### src/rtl/ptss_pkg.sv
// Package for the PPS time sync sequencer: register indexes, phase encoding,
// channel payload types and small helper functions.
// Has no dependencies; every other file of the block uses it.
package ptss_pkg;

	localparam int unsigned CNT_W      = 16;
	localparam int unsigned SEC_W      = 12;
	localparam int unsigned OFFS_NS_W  = 42;
	localparam int unsigned CFG_IDX_W  = 3;
	localparam int unsigned CFG_DATA_W = 16;

	localparam logic [OFFS_NS_W-1:0] NS_PER_SECOND = OFFS_NS_W'(1000000000);

	typedef enum logic [CFG_IDX_W-1:0] {
		CFG_STARTUP_WAIT   = 3'd0,
		CFG_OFFSET_WAIT    = 3'd1,
		CFG_SYNC_PERIOD    = 3'd2,
		CFG_DYN_OFFSET_EN  = 3'd3,
		CFG_DEFAULT_OFFSET = 3'd4,
		CFG_STATIC_OFFSET  = 3'd5,
		CFG_PPS_LEVEL      = 3'd6,
		CFG_CHECK_VALID    = 3'd7
	} cfg_idx_t;

	typedef enum logic [4:0] {
		PH_INIT      = 5'b00001,
		PH_ACQUIRE   = 5'b00010,
		PH_SYNC_WAIT = 5'b00100,
		PH_SENT      = 5'b01000,
		PH_FAILED    = 5'b10000
	} phase_t;

	localparam logic [2:0] SYNC_INIT      = 3'd0;
	localparam logic [2:0] SYNC_ACQUIRE   = 3'd1;
	localparam logic [2:0] SYNC_WAIT      = 3'd2;
	localparam logic [2:0] SYNC_SENT      = 3'd3;
	localparam logic [2:0] SYNC_FAILED    = 3'd4;

	typedef struct packed {
		logic        time_base_valid;
		logic [63:0] now_ns;
		logic        measured_offset_ok;
		logic [63:0] measured_offset_ns;
	} tick_t;

	typedef struct packed {
		logic        pps_level;
		logic        msg_valid;
		logic [63:0] msg_time_ns;
		logic [7:0]  msg_checksum;
		logic [7:0]  msg_sequence;
		logic [2:0]  sync_state;
		logic [63:0] active_offset_ns;
	} result_t;

	function automatic logic [2:0] phase_code(phase_t ph);
		logic [2:0] code;
		case (ph)
			PH_INIT:      code = SYNC_INIT;
			PH_ACQUIRE:   code = SYNC_ACQUIRE;
			PH_SYNC_WAIT: code = SYNC_WAIT;
			PH_SENT:      code = SYNC_SENT;
			PH_FAILED:    code = SYNC_FAILED;
			default:      code = SYNC_INIT;
		endcase
		return code;
	endfunction

	function automatic logic [CNT_W-1:0] sat_inc(logic [CNT_W-1:0] v);
		return (&v) ? v : v + CNT_W'(1);
	endfunction

	function automatic logic [7:0] byte_sum(logic [63:0] v);
		logic [7:0] s;
		s = 8'd0;
		for (int k = 0; k < 8; k++) begin
			s = s + v[8*k +: 8];
		end
		return s;
	endfunction

	function automatic logic [OFFS_NS_W-1:0] sec_to_ns(logic [SEC_W-1:0] sec);
		return OFFS_NS_W'(sec) * NS_PER_SECOND;
	endfunction

endpackage

### src/rtl/ptss_ifs.sv
// Channel interfaces of the PPS time sync sequencer: tick input, result
// output and configuration write port. Depends on ptss_pkg.
interface ptss_tick_if;
	logic           valid;
	logic           ready;
	ptss_pkg::tick_t data;
	modport source(output valid, output data, input ready);
	modport sink(input valid, input data, output ready);
endinterface

interface ptss_result_if;
	logic              valid;
	logic              ready;
	ptss_pkg::result_t data;
	modport source(output valid, output data, input ready);
	modport sink(input valid, input data, output ready);
endinterface

interface ptss_cfg_if;
	logic                                valid;
	logic                                ready;
	logic [ptss_pkg::CFG_IDX_W-1:0]      index;
	logic [ptss_pkg::CFG_DATA_W-1:0]     data;
	modport source(output valid, output index, output data, input ready);
	modport sink(input valid, input index, input data, output ready);
endinterface

### src/rtl/pps_time_sync_sequencer_unit.sv
// Top level of the PPS time sync sequencer: tick register, sequencer state,
// result register and configuration registers. Depends on ptss_pkg, ptss_ifs.
//
// Channel  Dir  Payload
// tick     in   time_base_valid, now_ns, measured_offset_ok, measured_offset_ns
// result   out  pps_level, msg_valid, msg_time_ns, msg_checksum, msg_sequence,
//               sync_state, active_offset_ns
// cfg      in   index, data (always ready)
//
// Each item passes through the tick register and then the result register, and one
// item is taken per cycle while the result side is not stalled.
// The sequencer state is updated as an item moves into the result register.
// A stalled result holds the tick register, and the tick side stalls only when both are full.
// Reset clears the sequencer to its init phase and loads the register defaults.
module pps_time_sync_sequencer_unit (
	input  logic        clk,
	input  logic        arst_n,
	ptss_tick_if.sink   tick,
	ptss_result_if.source result,
	ptss_cfg_if.sink    cfg
);
	import ptss_pkg::*;

	logic [CNT_W-1:0]     startup_wait_q;
	logic [CNT_W-1:0]     offset_wait_q;
	logic [CNT_W-1:0]     sync_period_q;
	logic                 dyn_offset_en_q;
	logic [OFFS_NS_W-1:0] default_offset_ns_q;
	logic [OFFS_NS_W-1:0] static_offset_ns_q;
	logic                 pps_active_level_q;
	logic                 check_valid_q;

	phase_t           phase_q, phase_d;
	logic [CNT_W-1:0] startup_cnt_q, startup_cnt_d;
	logic [CNT_W-1:0] offset_wait_cnt_q, offset_wait_cnt_d;
	logic [CNT_W-1:0] period_cnt_q, period_cnt_d;
	logic [63:0]      offset_q, offset_d;
	logic [7:0]       seq_q, seq_d;
	logic             pps_asserted_q, pps_asserted_d;

	logic    valid_s1;
	tick_t   tick_s1;
	logic    res_valid_q;
	result_t res_q, res_d;
	logic    advance;
	logic    step_en;
	logic [CNT_W-1:0] period_inc;
	logic [63:0]      msg_time;
	logic             time_ok;

	assign cfg.ready = 1'b1;

	always_ff @(posedge clk or negedge arst_n) begin
		if (!arst_n) begin
			startup_wait_q      <= CNT_W'(100);
			offset_wait_q       <= CNT_W'(50);
			sync_period_q       <= CNT_W'(100);
			dyn_offset_en_q     <= 1'b1;
			default_offset_ns_q <= '0;
			static_offset_ns_q  <= '0;
			pps_active_level_q  <= 1'b1;
			check_valid_q       <= 1'b1;
		end else if (cfg.valid) begin
			case (cfg_idx_t'(cfg.index))
				CFG_STARTUP_WAIT:   startup_wait_q <= cfg.data[CNT_W-1:0];
				CFG_OFFSET_WAIT:    offset_wait_q <= cfg.data[CNT_W-1:0];
				CFG_SYNC_PERIOD:    sync_period_q <= cfg.data[CNT_W-1:0];
				CFG_DYN_OFFSET_EN:  dyn_offset_en_q <= cfg.data[0];
				CFG_DEFAULT_OFFSET: default_offset_ns_q <= sec_to_ns(cfg.data[SEC_W-1:0]);
				CFG_STATIC_OFFSET:  static_offset_ns_q <= sec_to_ns(cfg.data[SEC_W-1:0]);
				CFG_PPS_LEVEL:      pps_active_level_q <= cfg.data[0];
				CFG_CHECK_VALID:    check_valid_q <= cfg.data[0];
				default:            ;
			endcase
		end
	end

	assign advance    = !res_valid_q || result.ready;
	assign tick.ready = !valid_s1 || advance;
	assign step_en    = valid_s1 && advance;

	always_ff @(posedge clk or negedge arst_n) begin
		if (!arst_n) begin
			valid_s1 <= 1'b0;
		end else if (tick.ready) begin
			valid_s1 <= tick.valid;
		end
	end

	always_ff @(posedge clk) begin
		if (tick.valid && tick.ready) begin
			tick_s1 <= tick.data;
		end
	end

	assign period_inc = sat_inc(period_cnt_q);
	assign msg_time   = tick_s1.now_ns + offset_q;
	assign time_ok    = !check_valid_q || tick_s1.time_base_valid;

	always_comb begin
		phase_d           = phase_q;
		startup_cnt_d     = startup_cnt_q;
		offset_wait_cnt_d = offset_wait_cnt_q;
		period_cnt_d      = period_cnt_q;
		offset_d          = offset_q;
		seq_d             = seq_q;
		pps_asserted_d    = pps_asserted_q;
		res_d             = '0;
		case (phase_q)
			PH_INIT: begin
				seq_d   = '0;
				phase_d = PH_ACQUIRE;
			end
			PH_ACQUIRE: begin
				startup_cnt_d = sat_inc(startup_cnt_q);
				if (startup_cnt_q >= startup_wait_q) begin
					if (dyn_offset_en_q) begin
						offset_wait_cnt_d = sat_inc(offset_wait_cnt_q);
						if (offset_wait_cnt_q >= offset_wait_q) begin
							offset_d = 64'(default_offset_ns_q);
							phase_d  = PH_SYNC_WAIT;
						end else if (tick_s1.measured_offset_ok) begin
							offset_d = tick_s1.measured_offset_ns;
							phase_d  = PH_SYNC_WAIT;
						end
					end else begin
						offset_d = 64'(static_offset_ns_q);
						phase_d  = PH_SYNC_WAIT;
					end
				end
			end
			PH_SYNC_WAIT: begin
				period_cnt_d = period_inc;
				if (period_inc >= sync_period_q) begin
					period_cnt_d = '0;
					if (time_ok) begin
						pps_asserted_d     = 1'b1;
						res_d.msg_valid    = 1'b1;
						res_d.msg_time_ns  = msg_time;
						res_d.msg_checksum = byte_sum(msg_time);
						res_d.msg_sequence = seq_q;
						seq_d              = seq_q + 8'd1;
						phase_d            = PH_SENT;
					end else begin
						phase_d = PH_FAILED;
					end
				end
			end
			PH_SENT: begin
				pps_asserted_d = 1'b0;
				period_cnt_d   = period_inc;
				phase_d        = PH_SYNC_WAIT;
			end
			PH_FAILED: begin
				phase_d = PH_SYNC_WAIT;
			end
			default: ;
		endcase
		res_d.pps_level        = pps_asserted_d ? pps_active_level_q : !pps_active_level_q;
		res_d.sync_state       = phase_code(phase_d);
		res_d.active_offset_ns = offset_d;
	end

	always_ff @(posedge clk or negedge arst_n) begin
		if (!arst_n) begin
			phase_q           <= PH_INIT;
			startup_cnt_q     <= '0;
			offset_wait_cnt_q <= '0;
			period_cnt_q      <= '0;
			offset_q          <= '0;
			seq_q             <= '0;
			pps_asserted_q    <= 1'b0;
			res_valid_q       <= 1'b0;
		end else begin
			if (advance) begin
				res_valid_q <= valid_s1;
			end
			if (step_en) begin
				phase_q           <= phase_d;
				startup_cnt_q     <= startup_cnt_d;
				offset_wait_cnt_q <= offset_wait_cnt_d;
				period_cnt_q      <= period_cnt_d;
				offset_q          <= offset_d;
				seq_q             <= seq_d;
				pps_asserted_q    <= pps_asserted_d;
			end
		end
	end

	always_ff @(posedge clk) begin
		if (step_en) begin
			res_q <= res_d;
		end
	end

	assign result.valid = res_valid_q;
	assign result.data  = res_q;

	// The pulse is held exactly while the sequencer sits in its sent phase.
	a_pps_in_sent: assert property (@(posedge clk) disable iff (!arst_n)
		pps_asserted_q == (phase_q == PH_SENT))
		else $error("PPS flag and sent phase disagree");

	// A message is only ever reported together with the sent state.
	a_msg_state: assert property (@(posedge clk) disable iff (!arst_n)
		res_valid_q && res_q.msg_valid |-> res_q.sync_state == SYNC_SENT)
		else $error("message without sent state");

	// Results without a message carry zero message fields.
	a_no_msg_zero: assert property (@(posedge clk) disable iff (!arst_n)
		res_valid_q && !res_q.msg_valid |->
		res_q.msg_time_ns == '0 && res_q.msg_checksum == '0 && res_q.msg_sequence == '0)
		else $error("message fields set without a message");

	// Each emitted message advances the sequence number by one.
	a_seq_step: assert property (@(posedge clk) disable iff (!arst_n)
		step_en && res_d.msg_valid |=> seq_q == $past(seq_q) + 8'd1)
		else $error("sequence number did not advance");

	// A stalled item never updates the sequencer state.
	a_state_hold: assert property (@(posedge clk) disable iff (!arst_n)
		!step_en |=> $stable(phase_q) && $stable(seq_q) && $stable(offset_q))
		else $error("sequencer state changed without an item");

endmodule

### src/flat_wrapper.sv
// flat-port wrapper written by rule: the top's interface ports become plain ports
module pps_time_sync_sequencer_unit_flat import ptss_pkg::*;
  (clk, arst_n, tick_valid, tick_data, tick_ready, result_valid, result_data, result_ready, cfg_valid, cfg_index, cfg_data, cfg_ready);
  ptss_tick_if tick_i ();
  ptss_result_if result_i ();
  ptss_cfg_if cfg_i ();
  input  logic clk;
  input  logic arst_n;
  input wire logic [$bits(tick_i.valid)-1:0] tick_valid;
  input wire logic [$bits(tick_i.data)-1:0] tick_data;
  output wire logic [$bits(tick_i.ready)-1:0] tick_ready;
  output wire logic [$bits(result_i.valid)-1:0] result_valid;
  output wire logic [$bits(result_i.data)-1:0] result_data;
  input wire logic [$bits(result_i.ready)-1:0] result_ready;
  input wire logic [$bits(cfg_i.valid)-1:0] cfg_valid;
  input wire logic [$bits(cfg_i.index)-1:0] cfg_index;
  input wire logic [$bits(cfg_i.data)-1:0] cfg_data;
  output wire logic [$bits(cfg_i.ready)-1:0] cfg_ready;
  assign tick_i.valid = tick_valid;
  assign tick_i.data = tick_data;
  assign tick_ready = tick_i.ready;
  assign result_valid = result_i.valid;
  assign result_data = result_i.data;
  assign result_i.ready = result_ready;
  assign cfg_i.valid = cfg_valid;
  assign cfg_i.index = cfg_index;
  assign cfg_i.data = cfg_data;
  assign cfg_ready = cfg_i.ready;
  pps_time_sync_sequencer_unit u_core (.clk(clk), .arst_n(arst_n), .tick(tick_i), .result(result_i), .cfg(cfg_i));
endmodule
### config.mk
export PLATFORM = sky130hd
export DESIGN_NAME = pps_time_sync_sequencer_unit_flat
export DESIGN_NICKNAME = d
export VERILOG_FILES = /design/src/rtl/ptss_pkg.sv /design/src/rtl/ptss_ifs.sv /design/src/rtl/pps_time_sync_sequencer_unit.sv /design/src/flat_wrapper.sv
export SDC_FILE = /design/constraint.sdc
export NUM_CORES = 1
export LEC_CHECK = 0
export CORE_MARGIN = 3
export CORE_UTILIZATION = 35
export DETAILED_ROUTE_END_ITERATION = 10
export DONT_BUFFER_PORTS = 1
export SLEW_MARGIN = 10
export SYNTH_ARGS = -nofsm -noshare
export SYNTH_HDL_FRONTEND = slang
export SYNTH_SLANG_ARGS = --single-unit
### constraint.sdc
create_clock -name clk -period 8.4 [get_ports clk]
set_input_delay 0.42 -clock clk [delete_from_list [all_inputs] [get_ports clk]]
set_output_delay 0.42 -clock clk [all_outputs]
set_load 0.02 [all_outputs]
==> results.toml, run 1 <==
[status]
outcome = "finished clean"

[detailed_routing]
wirelength_mm = 89.2
route.vias.total = 21400
drt_iter0_drc = 1299
wl_per_cell_um = 21.5
drc_errors = 0
viasPerCell = 5.15
dr.pass1.iters = 5
ant_nets = 0

[critical_path]
cp.depth = 28
worstSetupPathType = "reg -> reg"
arrival_ps = 8310
start_kind = "flip-flop"
rr_worst_depth = 28
r2r_setup_slack_ps = 570
required_ps = 8870
critical_path.max_stage_delay_ps = 570
critical_path_buf_inv_count = 2
cpLargestDelayFamily = "compound AO/OA/AOI/OAI gates"
crit_fanout = 6
cp_slowest_cell = "fa_1"
cp-end-kind = "flip-flop"

[yosys]
seq_area_frac_synth_pct = 47.0
synth_commonest_cells = "edfxtp_1, nand2_1, inv_1, dfrtp_1, o21ai_0"
yosysWarnings = 0
synthMuxAreaShare_pct = 3.03
synth_top_cell_area_share_pct = 27.1
synth_cell_type_count = 83
synthCells = 2807
synth.most_common_cell = "edfxtp_1"
synthAdderAreaFrac_pct = 17.3
async_flop_share_pct = 46.8
syn-mean-instance-area_sq_um = 11.0
synth_compound_area_share_pct = 14.1
synthXorXnorAreaFrac_pct = 4.39
netlist_area_sq_um = 30900
ys.flop_type = "edfxtp_1"
synth_top_family_by_area = "adder cells"
yosysTopAreaCell = "edfxtp_1"
ys_seq_elements = 524
synthSimpleGateAreaFrac_pct = 9.79
synthTopCellsByArea = "edfxtp_1, dfrtp_1, ha_1, fa_1, o21ai_0"
synth_edf_count = 279
syn-num-nets = 3309

[clock_network]
clk-insertion-delay-late_ps = 620
cts_tree = "done"
cts_buffers = 61
cts.sinks = 524
clockBufferDepth = 3
h-tree-depth = 2
post_cts_resized = 0
cts_root_buffer = "clkbuf_16"
clk_pin_slew_ps = 60

[finish]
fin_area_sq_um = 35800
nNetsFinal = 3438
fin_cells = 4150
drive_above_1_share_pct = 6.53
fill_cells = 8354
syn_to_final_growth_pct = 15.8
final_util_pct = 41.1

[placement]
routabilityCongestion = 0.913
place_ws_ps = 401
dp_hpwl_mm = 66.2
dpl-instance-area_sq_um = 32200
port_buffers = 0
dp.cells = 3872

[floorplanning]
die-area_sq_um = 92000
io-pin-count = 306
start_util_pct = 35.5
die_h_um = 303
core_area_sq_um = 87200
row_count = 108
die_x_um = 303

[pwr]
p_leak_nw = 15.8
irDropWorstVdd_mv = 0.187
totalPowerFinal_mw = 9.22
power.density_nw_per_um2 = 257

[timing]
setup_viol = 0
fin_crit_ps = 7830
fmax_ghz = 0.128
rsz0062_at_grt = "no"
worst_slack_ps = 568
whs_ps = 58.4
hold_viol_final = 0
timing.final.crit_share_pct = 93.2
relSlewSlack_pct = 33.2
skew_ps = 11.8
tns_ps = 0
tightestPinTransition_ps = 998
maxSlewViolCount = 0

[global_routing]
track_usage_pct = 19.1
antenna_found_initial = 21
first_global_vias = 21400
grt_pass1_wl_mm = 133
grt_max_degree = 246
grt-ovfl-total = 0

[worst_hold_path]
hold_depth = 2
hold_class = "in -> reg"

[flow_run]
cap_viol_max_count = 0
==> power breakdown <==
group	leakage [nW]	internal (mW)	switching [mW]
sequential	5.93	3.01	0.184
combinational	8.87	1.38	1.93
clock	0.998	1.63	1.09
==> cell usage in the layout (no fill, tap or decap), drive strengths merged, types with 80 or more instances in the layout <==
cell type      n
xnor2         93
clkbuf        80
fa           131
inv          256
edfxtp       279
nand2        277
o21ai        237
dfrtp        232
dlygate4sd3  151
ha           217
a21oi        144
a21o          82
nor2         115
==> final timing paths <==
check | to | from
max | u_core.result.data[82] | u_core.offset_q[11]
min | u_core.pps_active_level_q | cfg_index[2]
max reg2reg | u_core.result.data[82] | u_core.offset_q[11]
min reg2reg | u_core.default_offset_ns_q[30] | u_core.default_offset_ns_q[30]
max in group asynchronous | u_core.startup_cnt_q[11] | arst_n
min in group asynchronous | u_core.offset_q[0] | arst_n
==> routing by layer <==
| layer | GRT usage (%) | share of wire (%) |
|---|---|---|
| met1 | 24.9 | 43 |
| met2 | 31.6 | 47 |
| met3 | 4.98 | 6.9 |
| met4 | 5.42 | 2.8 |
| met5 | 0 | 0.095 |
==> worst reg2reg max path, delay by kind of cell (launching register included) <==
| kind | cells | cell delay, ps |
|---|---|---|
| buffers and inverters | 2 | 110 |
| flip-flops | 1 | 440 |
| adder cells (fa/ha/maj) | 6 | 2600 |
| AO/OA/AOI/OAI | 13 | 2980 |
| AND/OR/NAND/NOR | 1 | 230 |
| XOR/XNOR | 6 | 1340 |
==> registers in the layout (all words and copies together), names as in the netlist <==
| name | cells |
|---|---|
| u_core.result.data | 149 |
| u_core.tick_s1 | 130 |
| u_core.offset_q | 64 |
| u_core.default_offset_ns_q | 33 |
| u_core.static_offset_ns_q | 33 |
| u_core.offset_wait_cnt_q | 16 |
| u_core.offset_wait_q | 16 |
| u_core.period_cnt_q | 16 |
| u_core.startup_cnt_q | 16 |
| u_core.startup_wait_q | 16 |
| u_core.sync_period_q | 16 |
| u_core.seq_q | 8 |
| u_core.phase_q | 5 |
| u_core.check_valid_q | 1 |
| u_core.dyn_offset_en_q | 1 |
| u_core.pps_active_level_q | 1 |
| u_core.pps_asserted_q | 1 |
| u_core.result.valid | 1 |
| u_core.valid_s1 | 1 |
==> cells by family after synthesis <==
family	Yosys count
adder cells (fa/ha/maj)	348
flip-flops	524
XOR/XNOR	148
AO/OA/AOI/OAI	687
buffers and inverters	365
AND/OR/NAND/NOR	643
multiplexers	91
other	1
==> layout make-up <==
class,count,area (sq um),area share (%)
multi-input cells,1918,15100,42.1
flip-flops and latches,524,14500,40.5
repair buffers,179,1760,4.92
clock buffers,80,1650,4.60
well taps,1155,1450,4.03
inverters,252,951,2.65
clock inverters,34,403,1.12
diodes,8,20.0,0.0559
==> timing repair <==
item                                    CTS  global route
hold buffers                            151             1
endpoints found under the setup margin    0             1
endpoints found under the hold margin   432            94
buffers inserted                          0             3
Power figures use the tool's default switching activity.
==> inputs of run 2 (changes only) <==
--- a/config.mk
+++ b/config.mk
@@ -9,6 +9,7 @@
 export CORE_UTILIZATION = 35
 export DETAILED_ROUTE_END_ITERATION = 10
 export DONT_BUFFER_PORTS = 1
+export MAX_ROUTING_LAYER = met4
 export SLEW_MARGIN = 10
 export SYNTH_ARGS = -nofsm -noshare
 export SYNTH_HDL_FRONTEND = slang
==> results.toml, run 2 (synthesis gave the netlist of run 1 again) <==
[status]
outcome = "finished clean"

[pwr]
intPower_mw = 5.94
combPwrFrac_pct = 36.4
p_leak_nw = 15.7
power_frac_seq_pct = 35.0
clkPwrFrac_pct = 28.6
irDropWorstVdd_mv = 0.180
switching_power_mw = 3.19
switching_share_pct = 35.0
power.density_nw_per_um2 = 256
totalPowerFinal_mw = 9.13

[critical_path]
arrival_ps = 8350
crit_fanout = 6
rr_worst_depth = 28
r2r_setup_slack_ps = 510
cp-end-kind = "flip-flop"
required_ps = 8860
start_kind = "flip-flop"
r2r_start = "u_core.offset_q[11]"
reg2reg_to = "u_core.result.data[82]"
cp_slowest_cell = "a21boi_0"
critical_path.max_stage_delay_ps = 570
worstSetupPathType = "reg -> reg"

[floorplanning]
io-pin-count = 306
start_util_pct = 35.5
die_x_um = 303
core_area_sq_um = 87200
die_h_um = 303
row_count = 108
die-area_sq_um = 92000

[detailed_routing]
viasPerCell = 5.13
route.vias.total = 21300
drt_iter0_drc = 1465
ant_nets = 0
wl_per_cell_um = 21.6
dr.pass1.iters = 5
wirelength_mm = 89.8
drc_errors = 0

[timing]
fin_crit_ps = 7890
worst_slack_ps = 510
fmax_ghz = 0.127
timing.final.crit_share_pct = 93.9
tightestPinTransition_ps = 1150
skew_ps = 21.3
relSlewSlack_pct = 23.2
hold_viol_final = 0
maxSlewViolCount = 0
setup_viol = 0

[finish]
nNetsFinal = 3433
largest_reg_flops = 149
layout.cells.most_common_list = "edfxtp_1, nand2_1, inv_1"
drive_above_1_share_pct = 6.28
fill_cells = 8301
syn_to_final_growth_pct = 15.5
fin_area_sq_um = 35700
layout_commonest_cell = "edfxtp_1"

[global_routing]
grt_pass1_wl_mm = 134
track_usage_pct = 19.8
antenna_found_initial = 21
grt_max_degree = 246
grt-ovfl-total = 0
first_global_vias = 21400

[clock_network]
clockBufferDepth = 3
clk-insertion-delay-late_ps = 620
cts.sinks = 524
cts_tree = "done"
cts_buffers = 60
clk_pin_slew_ps = 60
h-tree-depth = 2
cts_root_buffer = "clkbuf_16"

[worst_hold_path]
hold_start = "cfg_index[2]"
hold-path-endpoint = "u_core.pps_active_level_q"
hold_class = "in -> reg"
hold_depth = 2

[placement]
dp_hpwl_mm = 66.6
place_ws_ps = 474
port_buffers = 0
routabilityCongestion = 0.922
dpl-instance-area_sq_um = 32200

[flow_run]
cap_viol_max_count = 0
-- run 2: stage by stage --
stage                     setup TNS, ps  hold WS (ps)  std cells  utilization, %
after floorplan                       0           124       2807               -
after global placement                0           138       3871            36.9
after detailed placement              0           135       3871            36.9
after CTS                             0          8.14       4133            40.9
after global routing              -2.62          27.1       4150            41.0
final                                 0          60.2       4152            41.0
-- run 2: what timing repair did --
item	4_1_cts	5_1_grt
endpoints found under the setup margin	0	1
buffers inserted	0	1
gates resized for setup	0	1
hold buffers	151	0
hold endpoints to repair	432	0
-- run 2: routing by layer --
metal | global-route usage [%] | part of all wire [%] | up-vias
li1 | - | - | 10200
met1 | 25.1 | 43 | 10400
met2 | 31.8 | 47 | 572
met3 | 5.37 | 7.6 | 109
met4 | 4.79 | 2.2 | 0
met5 | - | 0 | -
-- run 2: area by class of cell --
type	instances	area (sq um)	area share, %
multi-input cells	1918	15100	42.2
diodes	17	42.5	0.119
repair buffers	175	1730	4.84
clock buffers	82	1690	4.72
clock inverters	29	277	0.774
inverters	252	951	2.66
well taps	1155	1450	4.04
flip-flops and latches	524	14500	40.7
-- run 2: worst max-delay path, delay by kind of cell, from the launching register on --
kind                     cells  cell delay (ps)
AO/OA/AOI/OAI               13             2980
AND/OR/NAND/NOR              1              230
adder cells (fa/ha/maj)      6             2600
flip-flops                   1              450
XOR/XNOR                     6             1350
buffers and inverters        2              110
-- run 2: power by group through the flow --
stage	clock, mW	sequential (mW)	combinational, mW
2_1_floorplan	0	3.21	2.46
3_3_place_gp	0	3.24	3.21
3_5_place_dp	0	3.25	3.23
4_1_cts	2.68	3.20	3.35
5_1_grt	2.79	3.22	3.79
6_report	2.61	3.19	3.33
-- run 2: how the worst max path moves through the flow --
stage,end,from,slack (ps),cells past startpoint
finish,u_core.result.data[82],u_core.offset_q[11],510,28
global route,u_core.result.data[82],u_core.offset_q[0],-3,30
CTS,u_core.result.data[82],u_core.offset_q[0],440,29
detailed placement,u_core.result.data[82],u_core.offset_q[0],470,29
global placement,u_core.result.data[82],u_core.offset_q[0],600,29
floorplan,u_core.result.data[82],u_core.offset_q[0],1330,29
